--- config.mk ---
export PLATFORM = sky130hd
export DESIGN_NAME = pssim_ctrl
export DESIGN_NICKNAME = d
export VERILOG_FILES = /design/src/rtl/pssim_pkg.sv /design/src/rtl/pssim_ctrl.sv
export SDC_FILE = /design/constraint.sdc
export NUM_CORES = 1
export LEC_CHECK = 0
export BUFFER_PORTS_ARGS = -buffer_cell sky130_fd_sc_hd__buf_2
export CORE_AREA = 2 2 43 45
export DETAILED_ROUTE_END_ITERATION = 8
export DIE_AREA = 0 0 45 47
export PLACE_DENSITY = 0.78
export SYNTH_ARGS = -nofsm -noshare
export SYNTH_HDL_FRONTEND = slang
export SYNTH_SLANG_ARGS = --single-unit
--- constraint.sdc ---
create_clock -name clk_i -period 2.11 [get_ports clk_i]
set_input_delay 0.1055 -clock clk_i [delete_from_list [all_inputs] [get_ports clk_i]]
set_output_delay 0.1055 -clock clk_i [all_outputs]
set_load 0.03 [all_outputs]
--- src/rtl/pssim_pkg.sv ---
package pssim_pkg;

  localparam int unsigned MaxPatchPixelsDef = 4096;
  localparam int unsigned AccW = 28;
  localparam logic [31:0] StabConstReset = 32'd425984;

  // Widths of the shared divider.
  localparam int unsigned DivNW = 64;
  localparam int unsigned DivDW = 34;

  typedef enum logic [10:0] {
    StIdle  = 11'b00000000001,
    StMul   = 11'b00000000010,
    StDivS  = 11'b00000000100,
    StWaitS = 11'b00000001000,
    StGcur  = 11'b00000010000,
    StWaitG = 11'b00000100000,
    StDivQ  = 11'b00001000000,
    StWaitQ = 11'b00010000000,
    StDivR  = 11'b00100000000,
    StWaitR = 11'b01000000000,
    StOut   = 11'b10000000000
  } state_e;

  typedef enum logic [1:0] {
    DivSel = 2'd0,
    DivGcur = 2'd1,
    DivQ1 = 2'd2,
    DivGref = 2'd3
  } div_sel_e;

  typedef struct packed {
    logic     load;
    logic     mul;
    logic     div_start;
    div_sel_e div_sel;
    logic     div_take;
    logic     finish;
  } pssim_cmd_t;

  typedef struct packed {
    logic div_done;
  } pssim_sts_t;

endpackage

--- src/rtl/pssim_ctrl.sv ---
// Sequencer for one pixel: products, then four divisions in turn unless the denominator is zero.
module pssim_ctrl import pssim_pkg::*; (
  input  logic       clk_i,
  input  logic       rst_ni,
  input  logic       in_valid_i,
  output logic       in_ready_o,
  input  logic       out_valid_i,
  input  logic       out_ready_i,
  input  logic       den_zero_i,
  input  pssim_sts_t sts_i,
  output pssim_cmd_t cmd_o
);
  state_e state_q, state_d;

  always_comb begin
    state_d = state_q;
    cmd_o   = '0;
    cmd_o.div_sel = DivSel;
    // The output register may still hold the previous result.
    in_ready_o = (state_q == StIdle) && !(out_valid_i && !out_ready_i);
    unique case (state_q)
      StIdle: begin
        if (in_valid_i && in_ready_o) begin
          cmd_o.load = 1'b1;
          state_d = StMul;
        end
      end
      StMul: begin
        cmd_o.mul = 1'b1;
        state_d = StDivS;
      end
      StDivS: begin
        if (den_zero_i) begin
          state_d = StOut;
        end else begin
          cmd_o.div_start = 1'b1;
          state_d = StWaitS;
        end
      end
      StWaitS: begin
        cmd_o.div_sel = DivSel;
        if (sts_i.div_done) begin
          cmd_o.div_take = 1'b1;
          state_d = StGcur;
        end
      end
      StGcur: begin
        cmd_o.div_sel = DivGcur;
        cmd_o.div_start = 1'b1;
        state_d = StWaitG;
      end
      StWaitG: begin
        cmd_o.div_sel = DivGcur;
        if (sts_i.div_done) begin
          cmd_o.div_take = 1'b1;
          state_d = StDivQ;
        end
      end
      StDivQ: begin
        cmd_o.div_sel = DivQ1;
        cmd_o.div_start = 1'b1;
        state_d = StWaitQ;
      end
      StWaitQ: begin
        cmd_o.div_sel = DivQ1;
        if (sts_i.div_done) begin
          cmd_o.div_take = 1'b1;
          state_d = StDivR;
        end
      end
      StDivR: begin
        cmd_o.div_sel = DivGref;
        cmd_o.div_start = 1'b1;
        state_d = StWaitR;
      end
      StWaitR: begin
        cmd_o.div_sel = DivGref;
        if (sts_i.div_done) begin
          cmd_o.div_take = 1'b1;
          state_d = StOut;
        end
      end
      StOut: begin
        if (!out_valid_i || out_ready_i) begin
          cmd_o.finish = 1'b1;
          state_d = StIdle;
        end
      end
      default: state_d = StIdle;
    endcase
  end

  always_ff @(posedge clk_i or negedge rst_ni) begin
    if (!rst_ni) begin
      state_q <= StIdle;
    end else begin
      state_q <= state_d;
    end
  end
endmodule

==> metrics.txt <==
status=finished, final reports clean; Final HPWL DP=1.44 mm; DRT Wirelength=1.90 mm; IO Count=15; # clock sinks=11; Largest register FFs=11; Initial Util=48.0%; global placement routability congestion=0.994; Avg Cell Area, Syn=8.62 µm²; Placed Instance Area=873 µm²; FF+latch area=279 µm²; Setup CP Type=reg -> out; GRT Util Overall=21.4%; CTS tree=yes; Fin Clk Skew=0.605 ps; max cap viols=0; share of cells above drive strength 1=30.3%; clock insertion delay at the later pin of the skew report=270 ps; Max FO, Critical Path=7; setup TNS=0 ps; Setup crit end kind=primary output; final setup fails=0; peak supply drop=0.609 mV; sw frac=41.2%; Layout area overhead=15.6%; antenna violations before repair=0; vias per inst=6.09; Hold Crit Class=in -> reg; Yosys reg bits=11; Startpoint Class=register; Worst Path Required=2000 ps; CP Data Arrival Time=1840 ps; Gate Count Post-Synth=92; Largest regs=state_q (11); largest net degree at the start of global routing=12; Yosys cell types=33; Iteration-0 DRC Markers=16; design area=917 µm²; Seq/Total Area, Yosys=34.9%; max frequency=514 MHz; final slew viol count=0; CP max stage cell=dfrtp_2; combinational power share=42.9%; Die H=47 µm; Num CTS Buffers=3; synthesized cell area=793 µm²; ant diodes=0; CP cell instances=nor4_4 > nand3_1 > o31ai_2 > nand2b_1 > buf_2; Syn Nets=99; period utilization=92.2%; row count=15; Max-Slew Margin vs Limit=67.7%; area of the core=1650 µm²; actual slew at the worst max-slew pin=485 ps; fillers=157; Post-CTS Setup Bufs=0; sw power=0.324 mW; static leakage=0.441 nW; top-area cell type share of the netlist area=31.5%; Die W=45 µm; port bufs=14; Multi-input gate area=473 µm²; post-synth top area cell=dfrtp_1; DR vias=767; largest cells by area after synthesis=dfrtp_1, nor2_1, o21ai_0; Int Pwr=0.462 mW; Final #Nets=117; largest register by flop count=state_q; number of routed nets with antenna violations=0; PwrDens=856 nW/µm²; Post-synth EDFFs=0; H-tree Lvls=1; Synth Warn #=0; number of global-route vias before repair=735; gr ovfl total=0; first-pass GRT wire length=3.19 mm; Max Buffers Root-to-Sink=2; Reg clk slew, reported paths=70 ps; DRT Pass-1 Iters=4; die area=2120 µm²; Worst path max stage delay=470 ps; Routed WL per cell=15.1 µm; crit path time final=1950 ps; drt drc=0; Top FF cell, synth=dfrtp_1; final hold viol count=0; Root Driver=clkbuf_4; power share of the sequential group=37.9%; RSZ-0062 raised after global routing=false; ys async rst share=100%; clock power share=19.2%
what timing repair did:
item | in CTS | in global routing
endpoints found under the setup margin | 0 | 2
endpoints found under the hold margin | 11 | 0
hold buffers | 1 | 0
gates resized for setup | 0 | 3
through the flow:
step	std cells	hold WS, ps	setup WS, ps	utilization, %	power (mW)
floorplan	92	-190	73.3	-	0.534
global placement	121	-12.3	285	52.9	0.620
detailed placement	121	-8.09	293	52.9	0.628
CTS	126	128	88.6	55.1	0.776
global route	126	127	17.5	55.5	0.837
finish	126	118	165	55.5	0.785
final cells by class:
cell class | count | share of cell area, %
Multi-Input combinational cell | 73 | 51.6
Sequential cell | 11 | 30.4
Timing Repair Buffer | 19 | 12.0
Clock buffer | 4 | 2.86
Tap cell | 17 | 2.32
Inverter | 2 | 0.819
worst paths after layout:
path / startpoint / end / slack, ps / cells after the start
worst max-delay path: state_q[1] / cmd_o[4] / 160 / 5
worst min-delay path: den_zero_i / state_q[3] / 120 / 3
min in group asynchronous: rst_ni / state_q[8] / 220 / 2
worst max register to register: state_q[5] / state_q[6] / 300 / 6
max in group asynchronous: rst_ni / state_q[0] / 1620 / 2
worst min register to register: state_q[3] / state_q[2] / 600 / 1
logic make-up (layout without fill, tap and decap cells):
| group | count (synthesis) | after routing | share of synthesized area, % |
|---|---|---|---|
| AOI/OAI and AO/OA | 13 | 13 | 11.4 |
| xor gates and xnor gates | 5 | 5 | 5.52 |
| buffers and inverters | 8 | 25 | 6.15 |
| DFF | 11 | 11 | 34.9 |
| muxes | 1 | 1 | 1.26 |
| and+or+nand+nor | 54 | 54 | 40.9 |
power by group through the flow:
stage	Combinational, mW	Sequential (mW)	Clock [mW]
after floorplan	0.259	0.275	0
after global placement	0.326	0.295	0
after detailed placement	0.328	0.300	0
after CTS	0.333	0.295	0.148
after global routing	0.373	0.308	0.157
final	0.337	0.297	0.151
worst max-delay path, delay by kind of cell, from the launching register on:
| family | cells | cell delay [ps] |
|---|---|---|
| and+or+nand+nor | 3 | 660 |
| DFF | 1 | 470 |
| AOI/OAI and AO/OA | 1 | 250 |
| buffers and inverters | 1 | 190 |
synthesized netlist by cell type (all sizes together) (3+ instances only):
cell type  instances
nand2              8
o21ai              7
and2               3
nor3               4
nor4               7
xor2               3
nand3              5
buf                6
nor2              10
and4               3
dfrtp             10
nand4              5
routing by layer:
| layer | GRT usage, % | wire (µm) |
|---|---|---|
| met5 | 0 | 0 |
| met4 | 15.3 | 61 |
| met3 | 3.85 | 110 |
| met2 | 34.0 | 887 |
| met1 | 26.3 | 844 |
layout by cell type (no fill, tap or decap), drive strengths merged:
cell type    count
and4             3
dlygate4sd3      1
clkbuf           4
xnor2            2
or2              1
o21ai            7
mux2i            1
dfrtp           10
o31ai            2
and2             3
nand3b           1
dfstp            1
nand2            8
nor4b            2
xor2             3
nand4            5
nor2            10
a211oi           1
or2b             1
a31o             1
nor4             7
nand2b           2
buf             18
inv              2
nor2b            2
a311oi           1
a21oi            1
nor3             4
nand3            5
Power figures use the tool's default switching activity.
